`config.mk`:
```
export PLATFORM = sky130hd
export DESIGN_NAME = pixel_doubler_fb_writer
export DESIGN_NICKNAME = d
export VERILOG_FILES = /design/src/hw/rtl/pdfw_pkg.sv /design/src/hw/rtl/pdfw_burst.sv /design/src/hw/rtl/pixel_doubler_fb_writer.sv
export SDC_FILE = /design/constraint.sdc
export NUM_CORES = 1
export LEC_CHECK = 0
export BUFFER_PORTS_ARGS = -buffer_cell sky130_fd_sc_hd__buf_2
export CORE_MARGIN = 3
export CORE_UTILIZATION = 58
export CTS_CLUSTER_DIAMETER = 40
export DETAILED_ROUTE_END_ITERATION = 16
export GPL_ROUTABILITY_DRIVEN = 1
export PLACE_DENSITY = 0.82
export REMOVE_ABC_BUFFERS = 1
export SYNTH_ARGS = -nofsm -noshare
export SYNTH_HDL_FRONTEND = slang
export SYNTH_SLANG_ARGS = --single-unit
```
`constraint.sdc`:
```
create_clock -name clk -period 7 [get_ports clk]
set_clock_uncertainty 0.15 [all_clocks]
set_input_delay 0 -clock clk [delete_from_list [all_inputs] [get_ports clk]]
set_output_delay 0 -clock clk [all_outputs]
set_load 0.005 [all_outputs]
```
`src/hw/rtl/pdfw_pkg.sv`:
```
`default_nettype none
// ----------------------------------------------------------------------------
// pdfw_pkg
// Shared types, register codes and colour expansion for the 2x pixel doubler
// framebuffer writer.
// ----------------------------------------------------------------------------
package pdfw_pkg;

  // default source raster
  localparam int SOURCE_WIDTH_DEF  = 320;
  localparam int SOURCE_HEIGHT_DEF = 240;

  localparam int FB_DIM_W  = 13;
  localparam int ADDR_W    = 26;
  localparam int WORD_W    = 32;
  localparam int PIX_W     = 16;
  localparam int CFG_IDX_W = 2;

  localparam logic [FB_DIM_W-1:0] FB_WIDTH_RST  = 13'd640;
  localparam logic [FB_DIM_W-1:0] FB_HEIGHT_RST = 13'd480;

  // register indexes on the configuration port
  localparam logic [CFG_IDX_W-1:0] REG_FB_WIDTH   = 2'd0;
  localparam logic [CFG_IDX_W-1:0] REG_FB_HEIGHT  = 2'd1;
  localparam logic [CFG_IDX_W-1:0] REG_DEPTH_MODE = 2'd2;

  // depth codes; the fourth code is unsupported and behaves as off
  typedef enum logic [1:0] {
    DEPTH_16  = 2'd0,
    DEPTH_32  = 2'd1,
    DEPTH_OFF = 2'd2
  } depth_mode_t;

  // reciprocal constants for floor(n/31) and floor(n/63)
  localparam logic [13:0] RECIP_31   = 14'd8457;
  localparam int          RECIP_31_SH = 18;
  localparam logic [14:0] RECIP_63   = 15'd16645;
  localparam int          RECIP_63_SH = 20;

  typedef struct packed {
    logic [PIX_W-1:0] pixel_rgb565;
    logic             frame_start;
  } in_item_t;

  typedef struct packed {
    logic [ADDR_W-1:0] byte_address;
    logic [WORD_W-1:0] write_word;
    logic              last_of_block;
  } out_item_t;

  // one 2x2 block handed to the write sequencer
  typedef struct packed {
    logic [ADDR_W-1:0]   base;    // pixel index of the top-left write
    logic [FB_DIM_W-1:0] stride;  // pixels per framebuffer row
    logic [WORD_W-1:0]   word;
    logic                wide;    // 4 bytes per pixel
  } job_t;

  // RGB565 -> XRGB8888, each channel c*255/max floored
  function automatic logic [WORD_W-1:0] rgb565_to_xrgb(input logic [PIX_W-1:0] p);
    logic [12:0] rn;
    logic [12:0] bn;
    logic [13:0] gn;
    logic [26:0] rp;
    logic [26:0] bp;
    logic [28:0] gp;
    rn = 13'(p[15:11]) * 13'd255;
    bn = 13'(p[4:0]) * 13'd255;
    gn = 14'(p[10:5]) * 14'd255;
    rp = 27'(rn) * 27'(RECIP_31);
    bp = 27'(bn) * 27'(RECIP_31);
    gp = 29'(gn) * 29'(RECIP_63);
    return {8'h00, rp[RECIP_31_SH+7:RECIP_31_SH], gp[RECIP_63_SH+7:RECIP_63_SH],
            bp[RECIP_31_SH+7:RECIP_31_SH]};
  endfunction

endpackage
`default_nettype wire

```
`src/hw/rtl/pdfw_burst.sv`:
```
`default_nettype none
// ----------------------------------------------------------------------------
// pdfw_burst
// Write sequencer: turns one block job into four framebuffer writes through
// a registered output stage.
// ----------------------------------------------------------------------------
module pdfw_burst (
  input  wire logic               clk,
  input  wire logic               rst_n,
  input  wire logic               job_valid,
  output logic                    job_ready,
  input  wire pdfw_pkg::job_t     job,
  output logic                    out_valid,
  input  wire logic               out_ready,
  output pdfw_pkg::out_item_t     out_data
);
  import pdfw_pkg::*;

  localparam logic [1:0] QUAD_LAST = 2'd3;

  job_t              job_r;
  logic              busy_r;
  logic [1:0]        quad_r;
  logic              out_valid_r;
  out_item_t         out_item_r;

  logic              emit;
  logic              last;
  logic [ADDR_W-1:0] pix_idx;
  logic [ADDR_W-1:0] addr;

  assign emit      = busy_r && (!out_valid_r || out_ready);
  assign last      = (quad_r == QUAD_LAST);
  assign job_ready = !busy_r || (emit && last);

  // quad[1] selects the lower row, quad[0] the right column
  always_comb begin
    pix_idx = job_r.base + (quad_r[1] ? ADDR_W'(job_r.stride) : '0) + ADDR_W'(quad_r[0]);
    addr    = job_r.wide ? {pix_idx[ADDR_W-3:0], 2'b00} : {pix_idx[ADDR_W-2:0], 1'b0};
  end

  always_ff @(posedge clk) begin
    if (!rst_n) begin
      busy_r      <= 1'b0;
      quad_r      <= '0;
      out_valid_r <= 1'b0;
    end else begin
      if (job_valid && job_ready) begin
        busy_r <= 1'b1;
        quad_r <= '0;
      end else if (emit) begin
        busy_r <= !last;
        quad_r <= quad_r + 2'd1;
      end
      if (emit) begin
        out_valid_r <= 1'b1;
      end else if (out_ready) begin
        out_valid_r <= 1'b0;
      end
    end
  end

  always_ff @(posedge clk) begin
    if (job_valid && job_ready) begin
      job_r <= job;
    end
    if (emit) begin
      out_item_r.byte_address  <= addr;
      out_item_r.write_word    <= job_r.word;
      out_item_r.last_of_block <= last;
    end
  end

  assign out_valid = out_valid_r;
  assign out_data  = out_item_r;

  a_job_starts: assert property (@(posedge clk) disable iff (!rst_n)
    job_valid && job_ready |=> busy_r && quad_r == '0)
    else $error("job taken but sequencer not restarted");

  a_burst_holds: assert property (@(posedge clk) disable iff (!rst_n)
    emit && !last |=> busy_r)
    else $error("burst ended before fourth write");

  a_last_flag: assert property (@(posedge clk) disable iff (!rst_n)
    emit |=> out_valid_r && out_item_r.last_of_block == ($past(quad_r) == QUAD_LAST))
    else $error("last_of_block out of step with write count");

endmodule
`default_nettype wire

```
`src/hw/rtl/pixel_doubler_fb_writer.sv`:
```
`default_nettype none
// ----------------------------------------------------------------------------
// pixel_doubler_fb_writer
// 2x nearest-neighbour upscaler: RGB565 raster in, centred 2x2 framebuffer
// writes out, in 16 bpp or expanded XRGB8888.
// ----------------------------------------------------------------------------
// Source pixels arrive in raster order, SOURCE_WIDTH per row and SOURCE_HEIGHT
// rows per frame; frame_start on a request zeroes the column/row counters.
// A pixel inside the drawn window becomes four writes in the order top-left,
// top-right, bottom-left, bottom-right, the fourth flagged last_of_block. The
// window is min(fb_width, 2*SOURCE_WIDTH) by min(fb_height, 2*SOURCE_HEIGHT),
// centred in the framebuffer; byte_address = (row*fb_width + col) * bpp bytes,
// wrapped to 26 bits. Pixels outside the window, or with depth_mode off or
// unsupported, advance the position and produce nothing.
// A visible pixel occupies the single write port for its four writes;
// invisible pixels are taken at one per cycle whenever the input stage is
// free. A request passes through the input stage, the sequencer's job
// register and the output register before its first write; the block
// multiply between them is combinational. The output register lets the next
// pixel be taken while writes of the previous one are still waiting.
// Configuration writes take effect at once (cfg_ready is always high); change
// them only while the block is idle. Out-of-range register indexes are ignored.
// ----------------------------------------------------------------------------
module pixel_doubler_fb_writer #(
  parameter int SOURCE_WIDTH  = pdfw_pkg::SOURCE_WIDTH_DEF,
  parameter int SOURCE_HEIGHT = pdfw_pkg::SOURCE_HEIGHT_DEF
) (
  input  wire logic                                 clk,
  input  wire logic                                 rst_n,
  // source pixel requests
  input  wire logic                                 in_valid,
  output logic                                      in_ready,
  input  wire pdfw_pkg::in_item_t                   in_data,
  // framebuffer write requests
  output logic                                      out_valid,
  input  wire logic                                 out_ready,
  output pdfw_pkg::out_item_t                       out_data,
  // configuration writes
  input  wire logic                                 cfg_valid,
  output logic                                      cfg_ready,
  input  wire logic [pdfw_pkg::CFG_IDX_W-1:0]       cfg_index,
  input  wire logic [pdfw_pkg::FB_DIM_W-1:0]        cfg_data
);
  import pdfw_pkg::*;

  localparam int COL_W = (SOURCE_WIDTH  > 1) ? $clog2(SOURCE_WIDTH)  : 1;
  localparam int ROW_W = (SOURCE_HEIGHT > 1) ? $clog2(SOURCE_HEIGHT) : 1;
  localparam logic [COL_W-1:0]    COL_LAST = COL_W'(SOURCE_WIDTH - 1);
  localparam logic [ROW_W-1:0]    ROW_LAST = ROW_W'(SOURCE_HEIGHT - 1);
  // full doubled source size, the window's upper bound
  localparam logic [FB_DIM_W-1:0] DW_MAX   = FB_DIM_W'(2 * SOURCE_WIDTH);
  localparam logic [FB_DIM_W-1:0] DH_MAX   = FB_DIM_W'(2 * SOURCE_HEIGHT);

  // ---- configuration registers ----
  logic [FB_DIM_W-1:0] fb_width_r;
  logic [FB_DIM_W-1:0] fb_height_r;
  logic [1:0]          depth_mode_r;

  assign cfg_ready = 1'b1;

  always_ff @(posedge clk) begin
    if (!rst_n) begin
      fb_width_r   <= FB_WIDTH_RST;
      fb_height_r  <= FB_HEIGHT_RST;
      depth_mode_r <= DEPTH_OFF;
    end else if (cfg_valid && cfg_ready) begin
      case (cfg_index)
        REG_FB_WIDTH:   fb_width_r   <= cfg_data;
        REG_FB_HEIGHT:  fb_height_r  <= cfg_data;
        REG_DEPTH_MODE: depth_mode_r <= cfg_data[1:0];
        default: ;
      endcase
    end
  end

  // ---- position tracking and window test at the input ----
  logic [COL_W-1:0]    col_r;
  logic [ROW_W-1:0]    row_r;
  logic [COL_W-1:0]    col_cur;
  logic [ROW_W-1:0]    row_cur;
  logic                in_fire;
  logic                enabled;
  logic                visible;
  logic [FB_DIM_W-1:0] ox;
  logic [FB_DIM_W-1:0] oy;
  logic [FB_DIM_W-1:0] col0_nxt;
  logic [FB_DIM_W-1:0] row0_nxt;
  logic [WORD_W-1:0]   word_nxt;

  // input stage
  logic                s1_valid_r;
  logic [FB_DIM_W-1:0] s1_col0_r;
  logic [FB_DIM_W-1:0] s1_row0_r;
  logic [WORD_W-1:0]   s1_word_r;
  logic                s1_wide_r;

  logic                job_ready;
  job_t                job;
  logic [ADDR_W-1:0]   row_base;

  assign in_ready = !s1_valid_r || job_ready;
  assign in_fire  = in_valid && in_ready;

  always_comb begin
    col_cur  = in_data.frame_start ? '0 : col_r;
    row_cur  = in_data.frame_start ? '0 : row_r;
    enabled  = (depth_mode_r == DEPTH_16) || (depth_mode_r == DEPTH_32);
    // col < dw/2 reduces to col < fb_width/2 since col never reaches SOURCE_WIDTH
    visible  = enabled && ((FB_DIM_W-1)'(col_cur) < fb_width_r[FB_DIM_W-1:1])
                       && ((FB_DIM_W-1)'(row_cur) < fb_height_r[FB_DIM_W-1:1]);
    ox       = (fb_width_r  >= DW_MAX) ? (fb_width_r  - DW_MAX) >> 1 : '0;
    oy       = (fb_height_r >= DH_MAX) ? (fb_height_r - DH_MAX) >> 1 : '0;
    col0_nxt = ox + {(FB_DIM_W-1)'(col_cur), 1'b0};
    row0_nxt = oy + {(FB_DIM_W-1)'(row_cur), 1'b0};
    word_nxt = (depth_mode_r == DEPTH_16) ? WORD_W'(in_data.pixel_rgb565)
                                          : rgb565_to_xrgb(in_data.pixel_rgb565);
  end

  always_ff @(posedge clk) begin
    if (!rst_n) begin
      col_r      <= '0;
      row_r      <= '0;
      s1_valid_r <= 1'b0;
    end else begin
      if (in_fire) begin
        if (col_cur == COL_LAST) begin
          col_r <= '0;
          row_r <= (row_cur == ROW_LAST) ? '0 : row_cur + ROW_W'(1);
        end else begin
          col_r <= col_cur + COL_W'(1);
          row_r <= row_cur;
        end
        s1_valid_r <= visible;
      end else if (job_ready) begin
        s1_valid_r <= 1'b0;
      end
    end
  end

  always_ff @(posedge clk) begin
    if (in_fire) begin
      s1_col0_r <= col0_nxt;
      s1_row0_r <= row0_nxt;
      s1_word_r <= word_nxt;
      s1_wide_r <= (depth_mode_r == DEPTH_32);
    end
  end

  // ---- block base: one 13x13 multiply per pixel ----
  assign row_base = ADDR_W'(s1_row0_r) * ADDR_W'(fb_width_r);

  always_comb begin
    job.base   = row_base + ADDR_W'(s1_col0_r);
    job.stride = fb_width_r;
    job.word   = s1_word_r;
    job.wide   = s1_wide_r;
  end

  pdfw_burst u_burst (
    .clk       (clk),
    .rst_n     (rst_n),
    .job_valid (s1_valid_r),
    .job_ready (job_ready),
    .job       (job),
    .out_valid (out_valid),
    .out_ready (out_ready),
    .out_data  (out_data)
  );

  a_col_range: assert property (@(posedge clk) disable iff (!rst_n)
    col_r <= COL_LAST && row_r <= ROW_LAST)
    else $error("source position beyond raster");

  a_col_step: assert property (@(posedge clk) disable iff (!rst_n)
    in_fire && !in_data.frame_start && col_r != COL_LAST |=>
      col_r == COL_W'($past(col_r) + COL_W'(1)) && row_r == $past(row_r))
    else $error("column counter did not advance");

  a_stage_hold: assert property (@(posedge clk) disable iff (!rst_n)
    s1_valid_r && !job_ready |=> s1_valid_r && $stable(s1_col0_r) && $stable(s1_word_r))
    else $error("pending block lost while sequencer busy");

endmodule
`default_nettype wire

```
==> results of run 1 <==
-- cells in the mapped netlist, drive strengths merged, types with 19 or more instances --
library cell and instances:
a21oi 107, xnor2 77, nor3 31, edfxtp 164
nand3 35, nor2 85, and2 99, o21ai 75
ha 390, fa 194, and3 19, xor2 34
a21o 47, inv 335, clkbuf 60, nand2 255
dfxtp 50, nor2b 33
-- worst min-delay path, delay by kind of cell --
family / cells / cell delay (ns)
buffers and inverters: 2 / 0.68
AOI/OAI and AO/OA: 1 / 0.05
and+or+nand+nor: 1 / 0.06
-- layout make-up --
type / count / area share, %
Timing Repair Buffer: 237 / 6.38
Clock buffer: 39 / 3.42
Clock inverter: 23 / 0.933
Multi-Input combinational cell: 1718 / 59.5
Tap cell: 518 / 2.46
Inverter: 337 / 4.81
Sequential cell: 214 / 22.5
-- flip-flops by register name, indices dropped and copies added, names as in the netlist --
name,count
col_r,9
fb_height_r,13
fb_width_r,13
u_burst.quad_r,2
s1_col0_r,13
row_r,8
u_burst.busy_r,1
s1_valid_r,1
s1_row0_r,13
s1_word_r,24
depth_mode_r,2
u_burst.job_r,63
u_burst.out_data,50
u_burst.out_valid,1
s1_wide_r,1
-- worst paths after layout --
path	start	end	slack, ns
worst max register to register	s1_row0_r[3]	u_burst.job_r[70]	0.37
worst min-delay path	cfg_data[2]	fb_width_r[2]	0.16
worst min register to register	s1_word_r[21]	u_burst.job_r[22]	0.26
worst max-delay path	in_data[8]	s1_word_r[13]	0.16
-- power groups by stage --
stage | Clock (mW) | Sequential [mW] | Combinational (mW)
floorplan | 0 | 1.76 | 7.16
global placement | 0 | 1.77 | 9.26
detailed placement | 0 | 1.78 | 9.86
CTS | 1.69 | 1.75 | 9.99
global route | 1.75 | 1.76 | 11.9
finish | 1.66 | 1.75 | 10.4
-- what timing repair did --
action / CTS / global route
pin swaps: 0 / 28
setup buffers: 0 / 3
gates resized for setup: 1 / 30
hold endpoints to repair: 55 / 0
hold buffers: 47 / 0
setup endpoints to repair: 1 / 17
-- metrics by stage --
step	hold WS, ns	utilization (%)	worst slack (ns)	total power, mW
finish	0.160	67.6	0.165	13.9
detailed placement	0.121	63.0	-0.591	11.6
floorplan	-0.0881	-	-0.331	8.92
global placement	0.105	63.0	-0.374	11.0
CTS	0.141	67.1	0.0189	13.4
global route	0.171	67.6	-0.119	15.4
-- placed cells by master (no fill, tap or decap), types with 30 or more instances in the layout --
cell type      instances
a21o_1                44
a21oi_1              101
and2_1                98
buf_2                 88
buf_4                102
clkbuf_16             34
dfxtp_1               50
dlygate4sd3_1         47
edfxtp_1             164
fa_1                 193
ha_1                 383
inv_1                330
nand2_1              255
nand3_1               35
nor2_1                84
nor2b_1               31
nor3_1                30
o21ai_0               70
xnor2_1               77
xor2_1                33
-- kinds of logic after synthesis --
family	count (synthesis)	synth area share, %
AND/OR/NAND/NOR	624	13.2
adder cells (fa/ha/maj)	584	38.1
buffers and inverters	415	7.02
AO/OA/AOI/OAI	369	10.6
flip-flops	214	25.8
XOR/XNOR	111	4.23
multiplexers	20	0.915
other	2	0.0327
-- per-layer routing --
layer | GRT usage [%] | up-vias
li1 | - | 8317
met1 | 29.5 | 8289
met2 | 43.3 | 563
met3 | 3.89 | 158
met4 | 9.32 | 0
met5 | 0 | -
==> results.md, run 1 <==
* Status: finished, final reports clean
* Vias in the first global route at approximately 18000
* Sw Ratio at a little under half
* # diodes at 0
* DRC viols at 0
* Routed WL at approximately 50 mm
* Reg2Reg Depth at 18
* Part of the power in the clock network at 12.0%
* Power Density at 527 mW/mm²
* Syn Std Cell Area at about 0.023 mm²
* Fillcell total at around 2900
* Critical path's most frequent cell: fa_1
* Slew margin rel. at 34.4%
* Num CTS Buffers at 34
* Wire per inst at around 16 µm
* Min Tclk post-route at roughly 6.8 ns
* Worst slew pin tran at just under 1 ns
* Layout net count at roughly 3200
* Largest net degree at the start of global routing at 56
* Worst-Skew Late Latency at ~0.53 ns
* Distinct cell type count after synthesis at 87
* Sequential area share after synthesis at between 20% and 30%
* Worst-path clk slew at roughly 0.050 ns
* Global route total overflow at 0
* First-pass GRT wire length at between 80 and 90 mm
* Ranking of synthesized cells by area: edfxtp_1, ha_1, fa_1
* Sequential cell area at 0.00593 mm²
* Top routing layer used: met4
* Max FO, Critical Path at 2
* WP data arrival at around 7 ns
* # setup viols final at 0
* Finished Layout Cells at approximately 3100
* Row count at a little over 70
* Initial core utilization at between 50% and 60%
* Leak at between 10 and 15 nW
* Top delay family on crit path: adder cells
* DP HPWL at about 39 mm
* M1 wire length at about 21 mm
* Fin. Hold Viols at 0
* Synth Flop Type: edfxtp_1
* Critical path buffer and inverter count at 6
* Worst setup SP type: primary input
* Area growth from synthesis to final layout at 14.4%
* Sequential power share at between 10% and 20%
* Final instance area at ~0.026 mm²
* Post-synthesis instance total at around 2300
* CTS Root Buffer Type: clkbuf_16
* Fraction of layout cells with a size suffix above 1 at between 10% and 20%
* Max VDD drop at approximately 1100 µV
* Hold path cells at 4
* Worst hold path class: in -> reg
* Post-synthesis area per instance at between 9 and 10 µm²
* Dpl cell area at around 0.024 mm²
* RSZ-0062 raised after global routing: true
* Design internal power at between 7 and 8 mW
* Levels on crit path at 30
* Post-synth EDFFs at approximately 160
* Cell total after placement at about 3000
* Initial DRC count at about 1100
* CTS Buffer Depth at 3
* Die X at between 200 and 250 µm
* Area of the multi-input gates at ~0.016 mm²
* WP data required at about 7 ns
* Crit path kind: in -> reg
* GPL Wtd Cong at approximately 0.94
* CTS tree: yes
* Final Max Slew Viols at 0
* Tot GR Track Use at between 20 and 25%
* Via count at ~17000
* Post-route ant nets at 0
* CP max stage delay at between 0.5 and 0.6 ns
* Final TNS setup at 0 ns
* Psw at between 6 and 7 mW
* Ys async rst share at 0%
* Fmax at around 0.15 GHz
* # port buffers at 88
* Yosys top cell area share at a little over a fifth
* Wire length on met3 at roughly 2.9 mm
* DRT Pass-1 Iters at 6
* Yosys Warn Count at 0
* Comb pwr share at around three quarters
* Yosys reg bits at 214
* Sink Count at 214
* Maxcap violations at 0
* Initial antenna violation count at 0
* Final worst path period share at a little over nine tenths
* Crit. End Element: register
* Die Y at roughly 200 µm
* Cell taking the most area after synthesis: edfxtp_1
* H-tree depth at 2
* DIE AREA at roughly 0.042 mm²
* Vias/cell at approximately 5.6
* Met2 WL at between 20 and 25 mm
* CP max stage cell: fa_1
* I/O Pins at 99
* Core ar. at around 0.039 mm²
Note: power is estimated with default switching activity, not from simulation.
==> inputs of run 2 (changes only) <==
--- a/config.mk
+++ b/config.mk
@@ -5,7 +5,8 @@
 export SDC_FILE = /design/constraint.sdc
 export NUM_CORES = 1
 export LEC_CHECK = 0
-export BUFFER_PORTS_ARGS = -buffer_cell sky130_fd_sc_hd__buf_2
+export ABC_AREA = 1
+export BUFFER_PORTS_ARGS = -buffer_cell sky130_fd_sc_hd__clkbuf_2
 export CORE_MARGIN = 3
 export CORE_UTILIZATION = 58
 export CTS_CLUSTER_DIAMETER = 40
==> results.md, run 2 <==
* Status: finished, final reports clean
* Ranking of synthesized cells by area: edfxtp_1, ha_1, fa_1
* Finished Layout Cells at 3676 (+19%)
* M1 wire length at 25.5 mm (+22%)
* Most common cell after layout, fill and taps aside: nand2_1
* Post-synth EDFFs at 164 (unchanged)
* CTS Buffer Depth at 3 (unchanged)
* DRC viols at 0 (unchanged)
* Cell taking the most area after synthesis: edfxtp_1
* Worst slew pin tran at 1.31 ns (+0.326 ns)
* Yosys Warn Count at 0 (unchanged)
* DIE AREA at 0.0449 mm² (+6.8%)
* Yosys reg bits at 214 (unchanged)
* Area growth from synthesis to final layout at 11.5%
* Post-synthesis instance total at 2981 (+27%)
* # setup viols final at 0 (unchanged)
* Initial antenna violation count at 0 (unchanged)
* Post-synthesis area per instance at 8.25 µm² (-16%)
* CP max stage cell: fa_2
* Worst-Skew Late Latency at 0.55 ns (+0.02 ns)
* Global route total overflow at 0 (unchanged)
* CP max stage delay at 0.59 ns (+0.03 ns)
* Final Max Slew Viols at 0 (unchanged)
* Register bank with the most flops: u_burst.job_r
* Top routing layer used: met4
* WP data required at 7.15 ns (+0.04 ns)
* Max reg flops at 63 (unchanged)
* Fmax at 0.150 GHz (+2.3%)
* DRT Pass-1 Iters at 6 (unchanged)
* Synth top cells by count: nand2_1, inv_1, ha_1
* First-pass GRT wire length at 101 mm (+20%)
* Die Y at 212 µm (+3.3%)
* CTS Root Buffer Type: clkbuf_16
* Sequential cell area at 0.00593 mm² (unchanged)
* Worst hold path class: in -> reg
* # diodes at 0 (unchanged)
* Sequential area share after synthesis at 24.1% (-1.7 points)
* Crit path kind: in -> reg
* Num CTS Buffers at 37 (+8.8%)
* H-tree depth at 2 (unchanged)
* Top delay family on crit path: adder cells
* # port buffers at 88 (unchanged)
* Crit. End Element: register
* Sink Count at 214 (unchanged)
* Vias/cell at 5.55 (-1.2%)
* Fraction of layout cells with a size suffix above 1 at 7.47% (-4.6 points)
* Layout net count at 3737 (+18%)
* WP data arrival at 6.83 ns (-0.12 ns)
* Distinct cell type count after synthesis at 54 (-38%)
* Post-route ant nets at 0 (unchanged)
* CTS tree: yes
* Maxcap violations at 0 (unchanged)
* GPL Wtd Cong at 0.911 (-2.6%)
* Wire per inst at 16.5 µm (+1.1%)
* Tot GR Track Use at 27.6% (+3.3 points)
* Core ar. at 0.0414 mm² (+6.3%)
* Area of the multi-input gates at 0.0163 mm² (+4.2%)
* Largest net degree at the start of global routing at 64 (+14%)
* Max FO, Critical Path at 5 (+3)
* Initial core utilization at 59.4% (+0.37 points)
* Final worst path period share at 95.5% (-2.2 points)
* Slew margin rel. at 12.3% (-22 points)
* Ys async rst share at 0% (unchanged)
* Fillcell total at 3262 (+13%)
* Initial DRC count at 1304 (+23%)
* Syn Std Cell Area at 0.0246 mm² (+7.0%)
* Met2 WL at 28.9 mm (+16%)
* Synth Flop Type: edfxtp_1
* Vias in the first global route at 21300 (+16%)
* DP HPWL at 47.4 mm (+21%)
* Wire length on met3 at 3.93 mm (+38%)
* Fin. Hold Viols at 0 (unchanged)
* Yosys top cell area share at 20.0% (-1.4 points)
* Worst-path clk slew at 0.06 ns (about the same)
* Via count at 20400 (+18%)
* Min Tclk post-route at 6.68 ns (-0.153 ns)
* Most frequent cells in the layout: nand2_1, inv_1, ha_1
* I/O Pins at 99 (unchanged)
* Cell total after placement at 3558 (+20%)
* Die X at 212 µm (+3.3%)
* Row count at 74 (+2.8%)
* Critical path buffer and inverter count at 7 (+1)
* Routed WL at 60.8 mm (+20%)
* Worst setup SP type: primary input
* Critical path's most frequent cell: nand2_1
* Top-count cell post-synth: nand2_1
[run 2: path summary, 6_finish.rpt]
kind	start	slack [ns]	cells past startpoint	to
worst min-delay path	in_data[0]	0.08	4	col_r[3]
worst min register to register	s1_word_r[16]	0.26	0	u_burst.job_r[17]
worst max register to register	fb_width_r[12]	0.84	18	u_burst.job_r[63]
worst max-delay path	in_data[9]	0.32	33	s1_word_r[13]
[run 2: per-stage QoR]
| stage | area, µm² | setup TNS (ns) | hold slack, ns | worst slack, ns | utilization [%] |
|---|---|---|---|---|---|
| 2_1_floorplan | 24300 | 0 | -0.0654 | 0.841 | - |
| 3_3_place_gp | 25500 | 0 | 0.0947 | 0.296 | 61.7 |
| 3_5_place_dp | 25500 | 0 | 0.111 | 0.120 | 61.7 |
| 4_1_cts | 27300 | 0 | 0.0619 | 0.132 | 66.0 |
| 5_1_grt | 27400 | -0.0281 | 0.142 | -0.0144 | 66.2 |
| 6_report | 27400 | 0 | 0.0842 | 0.318 | 66.2 |
[run 2: timing repair]
action,CTS,global route
hold endpoints to repair,64,0
endpoints found under the setup margin,0,13
buffers inserted,0,2
gates resized for setup,0,27
hold buffers,49,0
[run 2: worst min-delay path: stages]
cell      delay [ns]
clkbuf_2        0.42
o22ai_1         0.15
nand3_1         0.08
a21oi_1         0.06
[run 2: cell families after synthesis]
group                      count (synthesis)  synth area share (%)
AOI/OAI and AO/OA                        368                  8.19
xor gates and xnor gates                  95                  3.41
adders and majority gates                584                  35.6
buffers and inverters                    643                  10.0
DFF                                      214                  24.1
other                                      2                0.0305
and+or+nand+nor                         1075                  18.6
[run 2: layer usage]
| layer | global-route usage (%) | up-vias |
|---|---|---|
| met3 | 3.94 | 198 |
| li1 | - | 9829 |
| met5 | 0 | - |
| met2 | 47.2 | 730 |
| met1 | 35.6 | 9638 |
| met4 | 10.7 | 0 |
[run 2: layout make-up]
cell class | instances | share of cell area, %
multi-input cells | 2132 | 59.5
flip-flops and latches | 214 | 21.6
inverters | 582 | 8.00
clock buffers | 45 | 3.75
repair buffers | 149 | 3.72
well taps | 532 | 2.43
clock inverters | 22 | 1.02
Power of run 2 is left out: the tool's default activity adds up to more than one toggle a clock period on the data nets, which glitch-free logic cannot reach.
==> inputs of run 3 (changes only) <==
--- a/config.mk
+++ b/config.mk
@@ -5,7 +5,7 @@
 export SDC_FILE = /design/constraint.sdc
 export NUM_CORES = 1
 export LEC_CHECK = 0
-export ABC_AREA = 1
+export ABC_AREA = 0
 export BUFFER_PORTS_ARGS = -buffer_cell sky130_fd_sc_hd__clkbuf_2
 export CORE_MARGIN = 3
 export CORE_UTILIZATION = 58
@@ -14,6 +14,7 @@
 export GPL_ROUTABILITY_DRIVEN = 1
 export PLACE_DENSITY = 0.82
 export REMOVE_ABC_BUFFERS = 1
+export SLEW_MARGIN = 20
 export SYNTH_ARGS = -nofsm -noshare
 export SYNTH_HDL_FRONTEND = slang
 export SYNTH_SLANG_ARGS = --single-unit
==> results.md, run 3 (same netlist as run 1, synthesis figures left out) <==
* Initial DRC count at 882 (-32%)
* Routed WL at 51.3 mm (-15%)
* First-pass GRT wire length at 85.8 mm (-15%)
* Design internal power at ~7.6 mW
* Worst-Skew Late Latency at 0.57 ns (+0.02 ns)
* Post-route ant nets at 0 (unchanged)
* Sw Ratio at a little under half
* Comb pwr share at roughly three quarters
* Status: finished, final reports clean
* DP HPWL at 39.6 mm (-16%)
* Maxcap violations at 0 (unchanged)
* GPL Wtd Cong at 0.938 (+3.0%)
* Utilization after layout at 67.4% (+1.2 points)
* Final Max Slew Viols at 0 (unchanged)
* Global route total overflow at 0 (unchanged)
* Crit path kind: in -> reg
* DRC viols at 0 (unchanged)
* CTS Root Buffer Type: clkbuf_16
* WP data required at 7.15 ns (about the same)
* Reg2Reg Depth at 18 (unchanged)
* Wire per inst at 16.7 µm (+0.82%)
* Core ar. at 0.0389 mm² (-6.0%)
* Reg-to-reg startpoint: s1_row0_r[5]
* End of the worst register-to-register path: u_burst.job_r[69]
* Hold wc startpoint: cfg_data[10]
* Part of the power in the clock network at between 10% and 20%
* Critical path's most frequent cell: fa_1
* Sink Count at 214 (unchanged)
* Most frequent cells in the layout: ha_1, inv_1, nand2_1
* Initial core utilization at 59.0% (-0.37 points)
* DIE AREA at 0.0420 mm² (-6.4%)
* Hold path endpoint: fb_width_r[10]
* Fin. Hold Viols at 0 (unchanged)
* Power Density at between 500 and 600 mW/mm²
* Fillcell total at 2859 (-12%)
* Crit. End Element: register
* Cell total after placement at 2974 (-16%)
* Worst hold path class: in -> reg
* Vias in the first global route at 18400 (-14%)
* Worst slew pin tran at 1.04 ns (-0.261 ns)
* WP data arrival at 6.90 ns (+0.07 ns)
* Register bank with the most flops: u_burst.job_r
* Layout net count at 3158 (-15%)
* I/O Pins at 99 (unchanged)
* Hold path cells at 4 (unchanged)
* Area growth from synthesis to final layout at 14.2%
* CP max stage delay at 0.59 ns (about the same)
* Worst setup SP type: primary input
* DRT Pass-1 Iters at 8 (+2)
* Leak at ~13 nW
* Finished Layout Cells at 3081 (-16%)
* Largest net degree at the start of global routing at 56 (-13%)
* Row count at 72 (-2.7%)
* CTS Buffer Depth at 3 (unchanged)
* Fmax at 0.148 GHz (-0.90%)
* Max reg flops at 63 (unchanged)
* Via count at 17500 (-14%)
* H-tree depth at 1 (-1)
* Max FO, Critical Path at 4 (-1)
* Most common cell after layout, fill and taps aside: ha_1
* Tot GR Track Use at 24.6% (-2.9 points)
* CTS tree: yes
* CP max stage cell: fa_1
* # setup viols final at 0 (unchanged)
* Initial antenna violation count at 1 (+1)
* Vias/cell at 5.67 (+2.2%)
* Die X at 205 µm (-3.2%)
* Sequential power share at 12.6%
* Die Y at 205 µm (-3.2%)
* Fraction of layout cells with a size suffix above 1 at 12.0% (+4.5 points)
* Worst-path clk slew at 0.06 ns (about the same)
* Final worst path period share at 96.3% (+0.87 points)
* Slew margin rel. at 30.0% (+18 points)
* Reg2Reg Setup Slack at 0.46 ns (-0.38 ns)
* Min Tclk post-route at 6.74 ns (+0.0609 ns)
* Max VDD drop at between 1000 and 1500 µV
* Num CTS Buffers at 31 (-16%)
* Psw at roughly 6.4 mW
* # port buffers at 88 (unchanged)
-- run 3: cell types whose count changed in the layout (fill, tap and decap cells not counted), moves of 42 or more --
cell	change
nand3_1	-101
nand2_1	-389
inv_1	-237
nor2_1	-98
and2_1	+94
xnor2_1	+44
o21ai_0	-42
buf_4	+89
a21oi_1	-78
-- run 3: how the worst max path moves through the flow --
stage | start | to | slack, ns
finish | in_data[4] | s1_word_r[3] | 0.26
global route | in_data[4] | s1_word_r[2] | -0.04
CTS | in_data[6] | s1_word_r[15] | 0.01
detailed placement | in_data[6] | s1_word_r[15] | -0.58
global placement | in_data[6] | s1_word_r[15] | -0.39
floorplan | in_data[9] | s1_word_r[15] | -0.33
-- run 3: area by class of cell --
type / count / area [µm²] / share of cell area (%)
flip-flops and latches: 214 / 5930 / 22.6
clock inverters: 21 / 246 / 0.939
multi-input cells: 1718 / 15600 / 59.6
clock buffers: 37 / 860 / 3.28
well taps: 518 / 648 / 2.47
inverters: 337 / 1270 / 4.83
diodes: 1 / 2.50 / 0.00954
repair buffers: 235 / 1660 / 6.32
-- run 3: routing by layer --
layer  global-route usage [%]  vias up  wire length, µm
li1                         -     8296                -
met1                     30.5     8436            20600
met2                     44.5      601            25900
met3                     3.18      134             3250
met4                     8.27        0             1580
met5                        0        -                0
-- run 3: power groups by stage --
| stage | registers (mW) | logic, mW | clock network [mW] |
|---|---|---|---|
| floorplan | 1.76 | 7.16 | 0 |
| global placement | 1.77 | 9.29 | 0 |
| detailed placement | 1.78 | 9.89 | 0 |
| CTS | 1.75 | 10.0 | 1.66 |
| global route | 1.77 | 12.2 | 1.71 |
| finish | 1.75 | 10.6 | 1.63 |
-- run 3: critical path, delay by kind of cell --
family / cells / cell delay (ns)
fa+ha+maj: 9 / 3.61
compound gates: 11 / 1.98
buf+inv: 6 / 0.91
xor+xnor: 2 / 0.39
-- run 3: timing repair --
item / 4_1_cts / 5_1_grt
setup endpoints to repair: 0 / 17
setup buffers: 0 / 2
gates resized for setup: 0 / 35
endpoints found under the hold margin: 51 / 0
hold buffers: 46 / 0
-- run 3: through the flow --
step                power (mW)  setup TNS [ns]  cell area (µm²)  worst slack, ns  hold slack, ns
floorplan                 8.92          -0.642            22700           -0.331         -0.0881
global placement          11.1           -1.22            24500           -0.386           0.108
detailed placement        11.7           -2.72            24500           -0.582           0.109
CTS                       13.4               0            26100           0.0123          0.0901
global route              15.6         -0.0704            26200          -0.0391           0.131
finish                    14.0               0            26200            0.257           0.119
